## src/sv/battery_voltage_monitor_defines.svh

```systemverilog
// Assertion macros shared by the battery voltage monitor RTL.
`ifndef BATTERY_VOLTAGE_MONITOR_DEFINES_SVH
`define BATTERY_VOLTAGE_MONITOR_DEFINES_SVH

// Same-cycle implication, sampled on clk and ignored while arst_n is low.
`define BVM_ASSERT_NOW(label, ante, cons, msg) \
	label: assert property (@(posedge clk) disable iff (!arst_n) (ante) |-> (cons)) \
		else $error(msg);

// Next-cycle implication, sampled on clk and ignored while arst_n is low.
`define BVM_ASSERT_NEXT(label, ante, cons, msg) \
	label: assert property (@(posedge clk) disable iff (!arst_n) (ante) |=> (cons)) \
		else $error(msg);

`endif

```

## src/sv/bvm_pkg.sv

```systemverilog
// Types, constants and helper functions of the battery voltage monitor.
package bvm_pkg;

	localparam int DVD_W    = 33;
	localparam int DVS_W    = 20;
	localparam int QUOT_W   = 16;
	localparam int MV_W     = 16;
	localparam int PCT_W    = 7;
	localparam int CURVE_PTS = 12;

	typedef enum logic [1:0] {
		STAT_ACCEPTED   = 2'd0,
		STAT_NO_SAMPLES = 2'd1,
		STAT_IMPLAUSIBLE = 2'd2
	} status_t;

	typedef enum logic [2:0] {
		REG_CRITICAL_MV  = 3'd0,
		REG_LOW_MV       = 3'd1,
		REG_PLAUS_MIN_MV = 3'd2,
		REG_PLAUS_MAX_MV = 3'd3,
		REG_STREAK_NEED  = 3'd4,
		REG_DIV_TOTAL    = 3'd5,
		REG_DIV_TAP      = 3'd6
	} reg_index_t;

	typedef struct packed {
		logic              start;
		logic [DVD_W-1:0]  dividend;
		logic [DVS_W-1:0]  divisor;
	} div_req_t;

	typedef struct packed {
		logic              done;
		logic [QUOT_W-1:0] quotient;
	} div_rsp_t;

	localparam logic [MV_W-1:0] CURVE_MV [CURVE_PTS] = '{
		16'd4200, 16'd4100, 16'd4000, 16'd3950, 16'd3870, 16'd3820,
		16'd3790, 16'd3750, 16'd3700, 16'd3600, 16'd3400, 16'd3000
	};

	localparam logic [PCT_W-1:0] CURVE_PCT [CURVE_PTS] = '{
		7'd100, 7'd90, 7'd80, 7'd70, 7'd60, 7'd50,
		7'd40, 7'd30, 7'd20, 7'd10, 7'd5, 7'd0
	};

	// First curve point at or below mv, searched from the second point on.
	// Only meaningful when mv lies below the top point and at or above the last.
	function automatic logic [3:0] curve_seg(input logic [MV_W-1:0] mv);
		logic [3:0] seg;
		seg = 4'd1;
		for (int k = CURVE_PTS - 1; k >= 1; k--) begin
			if (mv >= CURVE_MV[k]) begin
				seg = 4'(k);
			end
		end
		return seg;
	endfunction

endpackage

```

## src/sv/bvm_div.sv

```systemverilog
// Shared restoring divider with a saturated 16-bit quotient, one bit per cycle.
`include "battery_voltage_monitor_defines.svh"

module bvm_div
	import bvm_pkg::*;
(
	input  logic     clk,
	input  logic     arst_n,
	input  div_req_t req,
	output div_rsp_t rsp
);

	logic              busy_q;
	logic              sat_q;
	logic              done_q;
	logic [3:0]        cnt_q;
	logic [DVS_W-1:0]  rem_q;
	logic [DVS_W-1:0]  divisor_q;
	logic [QUOT_W-1:0] low_q;

	logic              sat_w;
	logic [DVS_W:0]    trial_w;
	logic              ge_w;
	logic [DVS_W-1:0]  rem_nxt_w;

	// A quotient that would not fit in 16 bits, or a zero divisor, saturates.
	assign sat_w = (req.divisor == '0) ||
		({3'b000, req.dividend[DVD_W-1:QUOT_W]} >= req.divisor);

	assign trial_w   = {rem_q, low_q[QUOT_W-1]};
	assign ge_w      = trial_w >= {1'b0, divisor_q};
	assign rem_nxt_w = ge_w ? DVS_W'(trial_w - {1'b0, divisor_q}) : trial_w[DVS_W-1:0];

	always_ff @(posedge clk or negedge arst_n) begin
		if (!arst_n) begin
			busy_q <= 1'b0;
			sat_q  <= 1'b0;
			done_q <= 1'b0;
			cnt_q  <= '0;
		end else begin
			done_q <= 1'b0;
			if (req.start) begin
				busy_q <= 1'b1;
				sat_q  <= sat_w;
				cnt_q  <= '0;
			end else if (busy_q) begin
				if (sat_q || cnt_q == 4'hF) begin
					busy_q <= 1'b0;
					done_q <= 1'b1;
				end
				cnt_q <= cnt_q + 4'd1;
			end
		end
	end

	always_ff @(posedge clk) begin
		if (req.start) begin
			divisor_q <= req.divisor;
			rem_q     <= {3'b000, req.dividend[DVD_W-1:QUOT_W]};
			low_q     <= req.dividend[QUOT_W-1:0];
		end else if (busy_q && !sat_q) begin
			rem_q <= rem_nxt_w;
			low_q <= {low_q[QUOT_W-2:0], ge_w};
		end
	end

	assign rsp.done     = done_q;
	assign rsp.quotient = sat_q ? {QUOT_W{1'b1}} : low_q;

	`BVM_ASSERT_NOW(a_div_start_idle, req.start, !busy_q, "divider started while busy")
	`BVM_ASSERT_NOW(a_div_done_idle, done_q, !busy_q, "divider done while still busy")
	`BVM_ASSERT_NEXT(a_div_sat_fast, busy_q && sat_q && !req.start, done_q,
		"saturated division did not finish at once")

endmodule

```

## src/sv/battery_voltage_monitor.sv

```systemverilog
// Top level of the battery voltage monitor: sample averaging, plausibility and fuel gauge.
//
//   channel  direction  handshake                fields
//   cfg      in         cfg_we                   cfg_index, cfg_data
//   in       in         in_valid / in_stall      pin_mv, sample_ok
//   out      out        out_valid / out_stall    status .. lockout
//
// A good sample keeps in_stall high after acceptance while the shared divider scales it up,
// a pass that ends early when its quotient saturates; a failed sample only while it is counted.
// Closing a read adds an average and an interpolation division, only the average when the
// curve ends or the window decide at once, none with no good sample, plus any out_stall wait.
// Reset clears the sequencer, the sums, the streak, the lockout and the held reading.
// A stalled result waits in the output register; only the next read's closing item waits on it.
`include "battery_voltage_monitor_defines.svh"

module battery_voltage_monitor
	import bvm_pkg::*;
#(
	parameter int ATTEMPTS_PER_READ = 4
) (
	input  logic        clk,
	input  logic        arst_n,
	input  logic        cfg_we,
	input  logic [2:0]  cfg_index,
	input  logic [19:0] cfg_data,
	input  logic        in_valid,
	output logic        in_stall,
	input  logic [12:0] pin_mv,
	input  logic        sample_ok,
	output logic        out_valid,
	input  logic        out_stall,
	output logic [1:0]  status,
	output logic [15:0] measured_mv,
	output logic [15:0] cell_mv,
	output logic        reading_valid,
	output logic [6:0]  percent,
	output logic        low_warning,
	output logic        window_fault,
	output logic        lockout
);

	// The sequencer walks one item through the shared divider, one phase per state.
	typedef enum logic [6:0] {
		ST_IDLE    = 7'b0000001,
		ST_MUL     = 7'b0000010,
		ST_DIVGO   = 7'b0000100,
		ST_DIVWAIT = 7'b0001000,
		ST_ACC     = 7'b0010000,
		ST_CHECK   = 7'b0100000,
		ST_EMIT    = 7'b1000000
	} state_t;

	// Which computation the divider is currently serving.
	typedef enum logic [1:0] {
		OP_SCALE = 2'd0,
		OP_AVG   = 2'd1,
		OP_GAUGE = 2'd2
	} op_t;

	// Configuration registers.
	logic [MV_W-1:0]  critical_mv_q;
	logic [MV_W-1:0]  low_mv_q;
	logic [MV_W-1:0]  plaus_min_q;
	logic [MV_W-1:0]  plaus_max_q;
	logic [3:0]       streak_need_q;
	logic [DVS_W-1:0] div_total_q;
	logic [DVS_W-1:0] div_tap_q;

	// Sequencer and running read state.
	state_t           state_q;
	op_t              op_q;
	logic [1:0]       attempt_q;
	logic [2:0]       good_q;
	logic [17:0]      sum_q;
	logic [3:0]       streak_q;
	logic             lockout_q;
	logic             fault_q;
	logic [MV_W-1:0]  held_mv_q;
	logic [PCT_W-1:0] held_pct_q;
	logic             have_q;
	status_t          code_q;

	// Item payload and divider operands.
	logic [12:0]      pin_q;
	logic [DVD_W-1:0] dvd_q;
	logic [DVS_W-1:0] dvs_q;
	logic [MV_W-1:0]  avg_q;
	logic [PCT_W-1:0] base_pct_q;

	// Output register.
	logic             out_valid_q;
	status_t          out_status_q;
	logic [MV_W-1:0]  out_meas_q;
	logic [MV_W-1:0]  out_cell_q;
	logic             out_have_q;
	logic [PCT_W-1:0] out_pct_q;
	logic             out_low_q;
	logic             out_fault_q;
	logic             out_lock_q;

	div_req_t         div_req;
	div_rsp_t         div_rsp;

	logic [DVD_W-1:0] scale_prod_w;
	logic             last_attempt_w;
	logic             plausible_w;
	logic [3:0]       streak_nxt_w;
	logic [3:0]       seg_w;
	logic [MV_W-1:0]  span_w;
	logic [3:0]       rise_w;
	logic [8:0]       diff_w;
	logic [12:0]      gprod_w;
	logic             out_free_w;

	bvm_div u_div (
		.clk    (clk),
		.arst_n (arst_n),
		.req    (div_req),
		.rsp    (div_rsp)
	);

	// Pin millivolts times total ohms; at most 33 bits, divided by the tap ohms next.
	assign scale_prod_w = pin_q * div_total_q;

	assign last_attempt_w = ({1'b0, attempt_q} + 3'd1) >= 3'(ATTEMPTS_PER_READ);

	// An inverted window makes every average implausible, which these compares give as is.
	assign plausible_w = (avg_q >= plaus_min_q) && (avg_q <= plaus_max_q);

	// The streak counts critical readings in a row and holds at its top.
	assign streak_nxt_w = (avg_q <= critical_mv_q) ?
		((streak_q == 4'hF) ? streak_q : streak_q + 4'd1) : 4'd0;

	// Interpolation segment between curve points seg_w - 1 and seg_w. The span is at
	// most 400 mV and the rise at most 10 percent, so the partial product fits 13 bits.
	assign seg_w   = curve_seg(avg_q);
	assign span_w  = CURVE_MV[seg_w - 4'd1] - CURVE_MV[seg_w];
	assign rise_w  = 4'(CURVE_PCT[seg_w - 4'd1] - CURVE_PCT[seg_w]);
	assign diff_w  = 9'(avg_q - CURVE_MV[seg_w]);
	assign gprod_w = diff_w * rise_w;

	assign div_req.start    = (state_q == ST_DIVGO);
	assign div_req.dividend = dvd_q;
	assign div_req.divisor  = dvs_q;

	// The output register can take a new result when empty or being drained this cycle.
	assign out_free_w = !out_valid_q || !out_stall;

	assign in_stall = (state_q != ST_IDLE);

	// Configuration writes; an index past the last register is dropped.
	always_ff @(posedge clk or negedge arst_n) begin
		if (!arst_n) begin
			critical_mv_q <= 16'd3100;
			low_mv_q      <= 16'd3400;
			plaus_min_q   <= 16'd2500;
			plaus_max_q   <= 16'd4350;
			streak_need_q <= 4'd3;
			div_total_q   <= 20'd1;
			div_tap_q     <= 20'd1;
		end else if (cfg_we) begin
			unique case (cfg_index)
				REG_CRITICAL_MV:  critical_mv_q <= cfg_data[MV_W-1:0];
				REG_LOW_MV:       low_mv_q      <= cfg_data[MV_W-1:0];
				REG_PLAUS_MIN_MV: plaus_min_q   <= cfg_data[MV_W-1:0];
				REG_PLAUS_MAX_MV: plaus_max_q   <= cfg_data[MV_W-1:0];
				REG_STREAK_NEED:  streak_need_q <= cfg_data[3:0];
				REG_DIV_TOTAL:    div_total_q   <= cfg_data;
				REG_DIV_TAP:      div_tap_q     <= cfg_data;
				default: begin
				end
			endcase
		end
	end

	// Sequencer and the state that persists across reads.
	always_ff @(posedge clk or negedge arst_n) begin
		if (!arst_n) begin
			state_q    <= ST_IDLE;
			op_q       <= OP_SCALE;
			attempt_q  <= '0;
			good_q     <= '0;
			sum_q      <= '0;
			streak_q   <= '0;
			lockout_q  <= 1'b0;
			fault_q    <= 1'b0;
			held_mv_q  <= '0;
			held_pct_q <= '0;
			have_q     <= 1'b0;
			code_q     <= STAT_ACCEPTED;
		end else begin
			unique case (state_q)
				ST_IDLE: begin
					// A failed attempt still counts but adds nothing to the sum.
					if (in_valid) begin
						state_q <= sample_ok ? ST_MUL : ST_ACC;
					end
				end
				ST_MUL: begin
					op_q    <= OP_SCALE;
					state_q <= ST_DIVGO;
				end
				ST_DIVGO: begin
					state_q <= ST_DIVWAIT;
				end
				ST_DIVWAIT: begin
					if (div_rsp.done) begin
						unique case (op_q)
							OP_SCALE: begin
								sum_q   <= sum_q + 18'(div_rsp.quotient);
								good_q  <= good_q + 3'd1;
								state_q <= ST_ACC;
							end
							OP_AVG: begin
								state_q <= ST_CHECK;
							end
							OP_GAUGE: begin
								held_pct_q <= base_pct_q + PCT_W'(div_rsp.quotient);
								state_q    <= ST_EMIT;
							end
							default: begin
								state_q <= ST_IDLE;
							end
						endcase
					end
				end
				ST_ACC: begin
					priority if (!last_attempt_w) begin
						attempt_q <= attempt_q + 2'd1;
						state_q   <= ST_IDLE;
					end else if (good_q == 3'd0) begin
						// No good sample in this read: report it and touch nothing else.
						code_q  <= STAT_NO_SAMPLES;
						state_q <= ST_EMIT;
					end else begin
						op_q    <= OP_AVG;
						state_q <= ST_DIVGO;
					end
				end
				ST_CHECK: begin
					if (!plausible_w) begin
						// A broken sense circuit flags a fault and breaks the streak.
						code_q   <= STAT_IMPLAUSIBLE;
						fault_q  <= 1'b1;
						streak_q <= '0;
						state_q  <= ST_EMIT;
					end else begin
						code_q    <= STAT_ACCEPTED;
						fault_q   <= 1'b0;
						held_mv_q <= avg_q;
						have_q    <= 1'b1;
						streak_q  <= streak_nxt_w;
						// Lockout latches here and is only cleared by reset.
						if (streak_nxt_w >= streak_need_q) begin
							lockout_q <= 1'b1;
						end
						// At or above the top point reads full, below the last point empty;
						// in between the divider interpolates within the segment.
						priority if (avg_q >= CURVE_MV[0]) begin
							held_pct_q <= CURVE_PCT[0];
							state_q    <= ST_EMIT;
						end else if (avg_q < CURVE_MV[CURVE_PTS-1]) begin
							held_pct_q <= CURVE_PCT[CURVE_PTS-1];
							state_q    <= ST_EMIT;
						end else begin
							op_q    <= OP_GAUGE;
							state_q <= ST_DIVGO;
						end
					end
				end
				ST_EMIT: begin
					if (out_free_w) begin
						attempt_q <= '0;
						good_q    <= '0;
						sum_q     <= '0;
						state_q   <= ST_IDLE;
					end
				end
				default: begin
					state_q <= ST_IDLE;
				end
			endcase
		end
	end

	// Payload registers and divider operands.
	always_ff @(posedge clk) begin
		if (state_q == ST_IDLE && in_valid) begin
			pin_q <= pin_mv;
		end
		if (state_q == ST_MUL) begin
			dvd_q <= scale_prod_w;
			dvs_q <= div_tap_q;
		end
		if (state_q == ST_ACC) begin
			dvd_q <= DVD_W'(sum_q);
			dvs_q <= DVS_W'(good_q);
		end
		if (state_q == ST_DIVWAIT && div_rsp.done && op_q == OP_AVG) begin
			avg_q <= div_rsp.quotient;
		end
		if (state_q == ST_CHECK) begin
			dvd_q      <= DVD_W'(gprod_w);
			dvs_q      <= DVS_W'(span_w);
			base_pct_q <= CURVE_PCT[seg_w];
		end
	end

	// Output register: one result per read, held while the receiver stalls.
	always_ff @(posedge clk or negedge arst_n) begin
		if (!arst_n) begin
			out_valid_q <= 1'b0;
		end else if (state_q == ST_EMIT && out_free_w) begin
			out_valid_q <= 1'b1;
		end else if (!out_stall) begin
			out_valid_q <= 1'b0;
		end
	end

	always_ff @(posedge clk) begin
		if (state_q == ST_EMIT && out_free_w) begin
			out_status_q <= code_q;
			out_meas_q   <= (code_q == STAT_NO_SAMPLES) ? '0 : avg_q;
			out_cell_q   <= held_mv_q;
			out_have_q   <= have_q;
			out_pct_q    <= held_pct_q;
			out_low_q    <= have_q && (held_mv_q <= low_mv_q);
			out_fault_q  <= fault_q;
			out_lock_q   <= lockout_q;
		end
	end

	assign out_valid     = out_valid_q;
	assign status        = out_status_q;
	assign measured_mv   = out_meas_q;
	assign cell_mv       = out_cell_q;
	assign reading_valid = out_have_q;
	assign percent       = out_pct_q;
	assign low_warning   = out_low_q;
	assign window_fault  = out_fault_q;
	assign lockout       = out_lock_q;

	`BVM_ASSERT_NEXT(a_busy_after_accept, in_valid && !in_stall, in_stall,
		"block still ready after taking an item")
	`BVM_ASSERT_NEXT(a_lockout_sticks, lockout_q, lockout_q, "lockout released without reset")
	`BVM_ASSERT_NOW(a_good_bounded, 1'b1, good_q <= 3'(ATTEMPTS_PER_READ),
		"more good samples than attempts in a read")
	`BVM_ASSERT_NOW(a_pct_bounded, 1'b1, held_pct_q <= CURVE_PCT[0],
		"held percent above full charge")

endmodule
```

## config.mk

```make
export PLATFORM = sky130hd
export DESIGN_NAME = battery_voltage_monitor
export DESIGN_NICKNAME = d
export VERILOG_FILES = /design/src/sv/bvm_pkg.sv /design/src/sv/bvm_div.sv /design/src/sv/battery_voltage_monitor.sv
export VERILOG_INCLUDE_DIRS = /design/src /design/src/sv
export SDC_FILE = /design/constraint.sdc
export NUM_CORES = 1
export LEC_CHECK = 0
export BUFFER_PORTS_ARGS = -buffer_cell sky130_fd_sc_hd__buf_4
export CAP_MARGIN = 15
export CORE_MARGIN = 1
export CORE_UTILIZATION = 48
export CTS_BUF_LIST = sky130_fd_sc_hd__clkbuf_2 sky130_fd_sc_hd__clkbuf_4 sky130_fd_sc_hd__clkbuf_8
export CTS_CLUSTER_DIAMETER = 50
export DETAILED_ROUTE_END_ITERATION = 8
export PLACE_DENSITY = 0.75
export SYNTH_ARGS = -nofsm -noshare
export SYNTH_HDL_FRONTEND = slang
export SYNTH_SLANG_ARGS = --single-unit
```

## constraint.sdc

```tcl
create_clock -name clk -period 8.1 [get_ports clk]
set_input_delay 1.62 -clock clk [delete_from_list [all_inputs] [get_ports clk]]
set_output_delay 1.62 -clock clk [all_outputs]
set_load 0.01 [all_outputs]
```

==> metrics.md, run 1 <==
| Metric | Value |
|---|---|
| Outcome | complete, no violations |
| Clk_lat worst skew | 650 ps |
| Post-route ant nets | 0 |
| CTS Buf Count | 71 |
| Routed WL | 75.5 mm |
| Crit end category | register |
| Net Count, Synth | 3458 |
| CTS tree | yes |
| GP Congestion | about 0.9 |
| CP required | 8470 ps |
| Fin. max-slew vios | 0 |
| Post-synth cell types | 77 |
| Mapped cell area | ~29000 um2 |
| Largest delay contributor family on the critical path | adder cells |
| Layout cell share with drive strength beyond 1 | 0.131 |
| TNS Setup | 0 ps |
| R2R setup slack | 610 ps |
| CP arrival | between 7000 and 8000 ps |
| Total gr overflow | 0 |
| Detailed Place HPWL | around 56 mm |
| Antenna cells | 0 |
| Syn Area/Cell | approximately 9.7 um2 |
| Worst-Margin Slew | between 1000 and 1500 ps |
| Final Hold Violating Endpoints | 0 |
| Chip width | around 250 um |
| DR vias | around 22000 |
| CTS Root Cell | clkbuf_8 |
| Hold/Removal Path Class | register to register |
| Die height | between 200 and 250 um |
| RSZ-0062 raised after global routing | no |
| Initial antenna violation count | 0 |
| I/O Buffers | 88 |
| I/O pin total | 89 |
| Synth warn | 0 |
| Final period utilization | 0.925 |
| Worst-path clk slew | roughly 60 ps |
| Cell row count | a little under 90 |
| First-pass GRT wire length | approximately 120 mm |
| Yosys top cell by area | edfxtp_1 |
| Seq cells post-synth | 370 |
| Total global-route track usage | 0.259 |
| Core footprint | 59000 um2 |
| Postcts setup bufs | 0 |
| H-tree depth | 3 |
| # hold bufs at CTS | 0 |
| Slowest CP cell | nor4_1 |
| Setup Viol. Count Final | 0 |
| CP startpoint kind | register |
| Vias in the first global route | 22381 |
| Clk buf depth | 3 |
| Number of fillers in the final layout | roughly 5200 |
| DRT iter0 DRCs | 1523 |
| Synth top area cells | edfxtp_1 17%, fa_1 15%, dfrtp_1 13% |
| Delay of the slowest cell on the worst path | around 700 ps |
| 1st-pass router iterations | 6 |
| Initial Utilization | 0.486 |
| Setup Skew | between 30 and 40 ps |
| DRC | 0 |
| Final #Nets | between 3000 and 4000 |
| Slew headroom | 0.294 |
| Min Tclk post-route | around 7500 ps |
| Gate Count Post-Synth | just under 3000 |
| Drt wl/cell | just under 20 um |
| Register area share after synthesis | 0.348 |
| CP Max Fanout | 9 |
| Max-cap violations | 0 |
| Async SR Flop Fraction | 0.486 |
| Die area | 60700 um2 |
| Peak Freq | approximately 130 MHz |
| Via-per-instance ratio | about 5.6 |
| Area fraction of the dominant cell type after synthesis | 0.171 |
| Post-CTS sizing | 0 |
| Layout area overhead | 10.8% |
| Sink Count | 370 |
| Crit path kind | register to register |
| Top FF cell, synth | edfxtp_1 |
| Most frequent cells after synthesis | 435 x nand2_1, 349 x inv_1, 257 x ha_1, 218 x fa_1, 163 x edfxtp_1 |
| Most numerous cell in the Yosys netlist | nand2_1 |
| Worst Path Buf+Inv | 5 |
| EDFF count, synth | about 160 |
| Largest net degree at the start of global routing | 67 |
## registers in the layout (all words and copies together) (netlist names), 18 cells and up
name and cells:
dvd_q 33, div_tap_q 20, div_total_q 20, dvs_q 20, u_div.divisor_q 20, u_div.rem_q 20
sum_q 18
## per-stage QoR
step / hold WS [ps] / area, um2 / instances / utilization / worst slack [ps]
6_report: 446 / 31700 / 3846 / 0.538 / 610
4_1_cts: 439 / 31700 / 3846 / 0.538 / 643
3_3_place_gp: 435 / 30100 / 3716 / 0.510 / 806
5_1_grt: 458 / 31700 / 3846 / 0.538 / 100
2_1_floorplan: 419 / 28700 / 2941 / - / 1300
3_5_place_dp: 431 / 30100 / 3716 / 0.510 / 665
## cells in the final DEF (no fill, tap or decap), drive strengths merged, types with 39 or more instances in the layout
| cell type | n |
|---|---|
| nand2 | 435 |
| inv | 353 |
| ha | 257 |
| fa | 218 |
| o21ai | 164 |
| edfxtp | 163 |
| dfrtp | 152 |
| nor2 | 148 |
| a21oi | 122 |
| buf | 121 |
| and2 | 120 |
| clkbuf | 104 |
| mux2 | 75 |
| a21o | 53 |
| xnor2 | 43 |
| xor2 | 40 |
| nand3 | 39 |
## logic make-up after synthesis
| logic type | after synthesis | share of synthesized area |
|---|---|---|
| flops | 370 | 0.348 |
| fa+ha+maj | 476 | 0.265 |
| compound gates | 527 | 0.115 |
| mux | 82 | 0.0319 |
| buf+inv | 470 | 0.0621 |
| xor+xnor | 83 | 0.0256 |
| simple gates | 933 | 0.152 |
## final timing paths
kind                            depth (start not counted)                  start                          end
worst min-delay path                                    0  lockout_q$_DFFE_PN0P_            lockout$_DFFE_PP_
max in group asynchronous                               2                 arst_n  div_total_q[15]$_DFFE_PN0P_
worst max register to register                         29    avg_q[14]$_DFFE_PP_          dvd_q[12]$_DFFE_PP_
worst max-delay path                                   29    avg_q[14]$_DFFE_PP_          dvd_q[12]$_DFFE_PP_
worst min register to register                          0  lockout_q$_DFFE_PN0P_            lockout$_DFFE_PP_
min in group asynchronous                               1                 arst_n      streak_q[1]$_DFFE_PN0P_
## routing by layer
metal  track usage  routed length, um  up-vias  share of wire
li1              -                  -    10019              -
met2         0.425              35400      744           0.47
met1         0.342              32900    10778           0.44
met5             0                  0        -              0
met3        0.0440               4680      148          0.062
met4        0.0966               2500        0          0.033
## final cells by class
| cell class | instances | area [um2] | area share |
|---|---|---|---|
| repair buffers | 122 | 922 | 0.0291 |
| flip-flops and latches | 370 | 9970 | 0.314 |
| multi-input cells | 2101 | 16900 | 0.533 |
| clock buffers | 103 | 1290 | 0.0407 |
| inverters | 350 | 1310 | 0.0414 |
| well taps | 773 | 967 | 0.0305 |
| clock inverters | 27 | 337 | 0.0106 |
Power of run 1 is left out: the tool's default activity adds up to more than one toggle a clock period on the data nets, which glitch-free logic cannot reach.
==> inputs of run 2 (changes only) <==
- REMOVE_ABC_BUFFERS: default -> 1
==> run 2 against run 1 <==
Effect of this change:
- design area fell by 0.46%
- maximum frequency grew 0.21%
- die area did not move
- sequential cell count unchanged
- sequential share of layout area up 0.15 points
- non-clock buffer count fell by 3
- utilization decreased by 0.25 points
- first-iteration DRC count down 0.46%
- register-to-register slack better by 20 ps
- worst hold slack got worse by 2.1 ps
- routed wire length down 2.3%
==> metrics.md, run 2 (same netlist as run 1, synthesis figures left out) <==
| Metric | Value |
|---|---|
| Outcome | complete, no violations |
| Hold/Removal Path Class | register to register |
| Min Tclk post-route | 7470 ps (-15.8 ps) |
| Vias in the first global route | 22250 (-0.59%) |
| Chip width | 246 um (unchanged) |
| CTS Root Cell | clkbuf_8 |
| DRT iter0 DRCs | 1516 (-0.46%) |
| Core footprint | 59000 um2 (unchanged) |
| Crit path kind | register to register |
| First-pass GRT wire length | 120 mm (-1.4%) |
| Clk buf depth | 3 (unchanged) |
| Max-cap violations | 0 (unchanged) |
| Most flops, register | dvd_q |
| Drt wl/cell | 19.2 um (-2.1%) |
| Layout cell share with drive strength beyond 1 | 0.129 (-0.00162) |
| Worst Setup EP | dvd_q[11]$_DFFE_PP_ |
| 1st-pass router iterations | 5 (-1) |
| DR vias | 21553 (-0.63%) |
| Antenna cells | 0 (unchanged) |
| Routed WL | 73.7 mm (-2.3%) |
| Final period utilization | 0.923 (-0.00195) |
| Final #Nets | 3527 (-0.17%) |
| H-tree depth | 3 (unchanged) |
| Reg-to-Reg Start | avg_q[14]$_DFFE_PP_ |
| Post-route ant nets | 0 (unchanged) |
| Die height | 246 um (unchanged) |
| # hold bufs at CTS | 0 (unchanged) |
| Slew headroom | 0.296 (+0.00195) |
| R2R setup slack | 630 ps (+20 ps) |
| Clk_lat worst skew | 660 ps (about the same) |
| Number of fillers in the final layout | 5208 (+0.91%) |
| Setup Viol. Count Final | 0 (unchanged) |
| CTS Buf Count | 68 (-4.2%) |
| Die area | 60700 um2 (unchanged) |
| Largest net degree at the start of global routing | 63 (-6.0%) |
| TNS Setup | 0 ps (unchanged) |
| Worst-path clk slew | 70 ps (about the same) |
| Final Hold Violating Endpoints | 0 (unchanged) |
| RSZ-0062 raised after global routing | no |
| I/O Buffers | 88 (unchanged) |
| Detailed Place HPWL | 54.5 mm (-2.9%) |
| Commonest non-fill, non-tap cell in the layout | nand2_1 |
| Total global-route track usage | 0.254 (-0.00470) |
| CTS tree | yes |
| Setup Skew | 34.4 ps (+4.26 ps) |
| Initial antenna violation count | 2 (+2) |
| Layout area overhead | 10.2% |
| CP arrival | 7850 ps (about the same) |
| CP startpoint kind | register |
| Reg2reg end | dvd_q[11]$_DFFE_PP_ |
| Crit end category | register |
| Hold WS | 444 ps (-2.08 ps) |
| Fin. max-slew vios | 0 (unchanged) |
| Worst-Margin Slew | 1050 ps (-5.07 ps) |
| CP required | 8470 ps (about the same) |
| DRC | 0 (unchanged) |
| Max reg flops | 33 (unchanged) |
| GP Congestion | 0.943 (+2.6%) |
| CP Max Fanout | 10 (+1) |
| Worst Reg-to-Reg Cells | 27 (-6.9%) |
| Via-per-instance ratio | 5.62 (-0.42%) |
| Cell row count | 89 (unchanged) |
| Peak Freq | 134 MHz (+0.21%) |
| Worst Setup SP | avg_q[14]$_DFFE_PP_ |
| Hold_sp | lockout_q$_DFFE_PN0P_ |
| Total gr overflow | 0 (unchanged) |
| I/O pin total | 89 (unchanged) |
| Initial Utilization | 0.486 (unchanged) |
| Sink Count | 370 (unchanged) |
| Commonest cells after routing, fill and taps aside | 435 x nand2_1, 348 x inv_1, 257 x ha_1 |
==> run 2: metal layers <==
layer | part of all wire | global-route usage | up-vias
met5 | 0.00014 | 0 | -
met1 | 0.42 | 0.333 | 10624
li1 | - | - | 10018
met4 | 0.038 | 0.105 | 2
met3 | 0.069 | 0.0453 | 177
met2 | 0.47 | 0.414 | 732
==> run 2: how the worst min path moves through the flow <==
stage	end	slack (ps)	depth (start not counted)
floorplan	lockout$_DFFE_PP_	420	0
global placement	percent[1]$_DFFE_PP_	430	0
detailed placement	percent[3]$_DFFE_PP_	440	0
CTS	lockout$_DFFE_PP_	450	0
global route	lockout$_DFFE_PP_	450	0
finish	lockout$_DFFE_PP_	440	0
==> run 2: timing repair <==
action                     in CTS  in global routing
hold endpoints to repair        0                  0
gates resized for setup         0                  1
setup buffers                   0                  0
setup endpoints to repair       0                  1
==> run 2: per-stage QoR <==
stage,instance area [um2],utilization,cells,setup WS [ps]
after floorplan,28200,-,2821,1170
after global placement,30100,0.510,3712,795
after detailed placement,30100,0.510,3713,680
after CTS,31600,0.535,3838,651
after global routing,31600,0.535,3838,178
final,31600,0.535,3838,626
==> run 2: layout make-up <==
type / count / area (um2) / share of cell area
Sequential cell: 370 / 9970 / 0.316
Clock inverter: 27 / 269 / 0.00851
Inverter: 350 / 1310 / 0.0416
Clock buffer: 98 / 1230 / 0.0389
Timing Repair Buffer: 119 / 903 / 0.0286
Tap cell: 773 / 967 / 0.0306
Multi-Input combinational cell: 2101 / 16900 / 0.536
==> run 2: critical path, stage by stage, from the launching register on <==
cell and delay, ps:
edfxtp_1 500, or3_4 460, or2_0 350, nor4_1 710, nor2_1 160, o221ai_1 200
buf_4 190, ha_1 350, o21ai_1 180, o21a_1 140, ha_1 250, a21oi_1 180
xnor2_1 190, xnor2_2 210, nand2b_1 220, fa_1 550, inv_1 60, fa_1 490
ha_1 300, a21o_1 180, a21oi_1 230, o21bai_1 90, a21oi_1 230, o21ai_0 180
a21o_1 200, a21oi_1 160, xor2_1 150, o21ai_0 80
Power of run 2 is left out for the same reason.
==> inputs of run 3 (changes only) <==
- ABC_AREA: default -> 1
==> run 3 against run 2 <==
Effect of this change:
- clock skew is 19 ps higher
- final cell count is 14% higher
- sequential cell count stayed put
- worst setup slack worse by 23 ps
- sequential share of layout area is 0.61 points lower
- routed wire length is 5.7% higher
- via count is 9.0% higher
- clock-buffer cell count is 9 higher
- global-route usage is 0.32 points higher
- synthesized cell count is 18% higher
- largest cell class unchanged
- highest routed layer unchanged
==> metrics.md, run 3 <==
| Metric | Value |
|---|---|
| Outcome | complete, no violations |
| Slowest CP cell | edfxtp_1 |
| Chip width | 249 um (+1.0%) |
| Gate Count Post-Synth | 3460 (+18%) |
| Clk buf depth | 3 (unchanged) |
| Delay of the slowest cell on the worst path | 570 ps (-140 ps) |
| I/O pin total | 89 (unchanged) |
| CTS tree | yes |
| Register area share after synthesis | 0.341 (-0.00701) |
| DR vias | 23496 (+9.0%) |
| Largest delay contributor family on the critical path | adder cells |
| Max reg flops | 33 (unchanged) |
| Worst-Margin Slew | 1100 ps (+49.1 ps) |
| Most frequent cells after synthesis | 787 x nand2_1, 634 x inv_1, 279 x o21ai_0, 257 x ha_1, 218 x fa_1 |
| Async SR Flop Fraction | 0.486 (unchanged) |
| Multi-input logic area | 16400 um2 (-2.9%) |
| 1st-pass router iterations | 7 (+2) |
| Setup Skew | 53.2 ps (+18.8 ps) |
| Layout area overhead | 10.1% (about the same) |
| Peak Freq | 133 MHz (-0.31%) |
| I/O Buffers | 88 (unchanged) |
| Syn Area/Cell | 8.45 um2 (-13%) |
| Clk_lat worst skew | 660 ps (about the same) |
| Synth warn | 0 (unchanged) |
| Vias in the first global route | 23436 (+5.3%) |
| Mapped cell area | 29200 um2 (+2.1%) |
| Crit end category | register |
| Detailed Place HPWL | 59.0 mm (+8.2%) |
| Post-route ant nets | 0 (unchanged) |
| Final Hold Violating Endpoints | 0 (unchanged) |
| Final #Nets | 4056 (+15%) |
| Hold/Removal Path Class | register to register |
| CP startpoint kind | register |
| Initial Utilization | 0.485 (about the same) |
| Total gr overflow | 0 (unchanged) |
| Die height | 249 um (+1.0%) |
| Fin. max-slew vios | 0 (unchanged) |
| Synth top area cells | edfxtp_1 17%, fa_1 15%, dfrtp_1 13% |
| Routed WL | 77.9 mm (+5.7%) |
| Post-synth cell types | 60 (-22%) |
| CTS Root Cell | clkbuf_8 |
| Seq cells post-synth | 370 (unchanged) |
| DRT iter0 DRCs | 1938 (+28%) |
| Layout cell share with drive strength beyond 1 | 0.0953 (-0.0339) |
| DRC | 0 (unchanged) |
| # hold bufs at CTS | 0 (unchanged) |
| Final period utilization | 0.926 (+0.00283) |
| Via-per-instance ratio | 5.36 (-4.5%) |
| Cell row count | 90 (+1.1%) |
| Crit-path most repeated cell | nand2_1 |
| Core footprint | 60200 um2 (+2.1%) |
| First-pass GRT wire length | 125 mm (+4.4%) |
| CP arrival | 7860 ps (about the same) |
| Most flops, register | dvd_q |
| EDFF count, synth | 163 (unchanged) |
| CTS Buf Count | 71 (+4.4%) |
| CP required | 8460 ps (about the same) |
| Largest net degree at the start of global routing | 103 (+63%) |
| Total global-route track usage | 0.257 (+0.00325) |
| GP Congestion | 0.927 (-1.6%) |
| Initial antenna violation count | 6 (+4) |
| Worst-path clk slew | 60 ps (about the same) |
| Crit path kind | register to register |
| Area fraction of the dominant cell type after synthesis | 0.167 (-0.00344) |
| Commonest cells after routing, fill and taps aside | 787 x nand2_1, 633 x inv_1, 277 x o21ai_0 |
| Yosys top cell by area | edfxtp_1 |
| Slew headroom | 0.264 (-0.0317) |
| H-tree depth | 3 (unchanged) |
| Min Tclk post-route | 7500 ps (+22.9 ps) |
| CP Max Fanout | 10 (unchanged) |
| Number of fillers in the final layout | 5437 (+4.4%) |
| TNS Setup | 0 ps (unchanged) |
| Top FF cell, synth | edfxtp_1 |
| RSZ-0062 raised after global routing | no |
| Max-cap violations | 0 (unchanged) |
| Setup Viol. Count Final | 0 (unchanged) |
| Worst Path Buf+Inv | 5 (+3) |
| Die area | 61900 um2 (+2.0%) |
| FF/Latch Area | 9970 um2 (unchanged) |
| Drt wl/cell | 17.8 um (-7.5%) |
| Most numerous cell in the Yosys netlist | nand2_1 |
| Commonest non-fill, non-tap cell in the layout | nand2_1 |
| Sink Count | 370 (unchanged) |
## run 3: changes by cell type after synthesis, sizes merged, moves of 75 or more
cell   previous run  this run
mux2             75         0
inv             350       649
and2            120         1
nand2           435       801
o21ai           164       290
a21oi           122       214
## run 3: layout make-up
| class | instances | share of cell area |
|---|---|---|
| multi-input combinational | 2336 | 0.511 |
| tap | 782 | 0.0304 |
| sequential | 370 | 0.310 |
| inverter | 651 | 0.0759 |
| antenna | 3 | 0.000233 |
| clock buffer | 107 | 0.0401 |
| clock inverter | 25 | 0.00746 |
| timing repair buffer | 109 | 0.0258 |
## run 3: metal layers
metal	GRT usage	wire, um	up-vias
met5	0	13	-
met4	0.112	3330	2
met3	0.0446	5000	186
met2	0.423	36200	810
met1	0.334	33300	11249
li1	-	-	11249
## run 3: through the flow
step           setup WS [ps]  hold WS (ps)  cells  cell area [um2]  utilization
5_1_grt                 85.7           458   4380            32200        0.535
2_1_floorplan           1470           408   3357            28800            -
6_report                 603           438   4383            32200        0.535
4_1_cts                  572           454   4379            32200        0.534
3_5_place_dp             661           435   4247            30700        0.509
3_3_place_gp             705           431   4247            30700        0.509
## run 3: cells by family after synthesis
| family | share of synthesized area |
|---|---|
| AND/OR/NAND/NOR | 0.167 |
| buffers and inverters | 0.0972 |
| AO/OA/AOI/OAI | 0.118 |
| adder cells (fa/ha/maj) | 0.259 |
| flip-flops | 0.341 |
| XOR/XNOR | 0.0179 |
## run 3: worst register-to-register path, delay by kind of cell (launching register included)
family                   cells  cell delay (ps)
flip-flops                   1              570
XOR/XNOR                     2              410
buffers and inverters        5              590
adder cells (fa/ha/maj)      5             2140
AND/OR/NAND/NOR             23             2080
AO/OA/AOI/OAI                7             1420
## run 3: worst paths after layout
| path | startpoint | cells past startpoint | end | slack, ps |
|---|---|---|---|---|
| max | avg_q[5]$_DFFE_PP_ | 42 | dvd_q[12]$_DFFE_PP_ | 600 |
| max reg2reg | avg_q[5]$_DFFE_PP_ | 42 | dvd_q[12]$_DFFE_PP_ | 600 |
| max in group asynchronous | arst_n | 2 | held_mv_q[0]$_DFFE_PN0P_ | 5430 |
| min reg2reg | held_pct_q[2]$_DFFE_PN0P_ | 0 | percent[2]$_DFFE_PP_ | 440 |
| min in group asynchronous | arst_n | 1 | div_tap_q[16]$_DFFE_PN0P_ | 1030 |
| min | held_pct_q[2]$_DFFE_PN0P_ | 0 | percent[2]$_DFFE_PP_ | 440 |
## run 3: what timing repair did
action,4_1_cts,5_1_grt
buffers inserted,0,0
resized for setup,0,3
setup endpoints to repair,0,1
Power of run 3 is left out for the same reason.
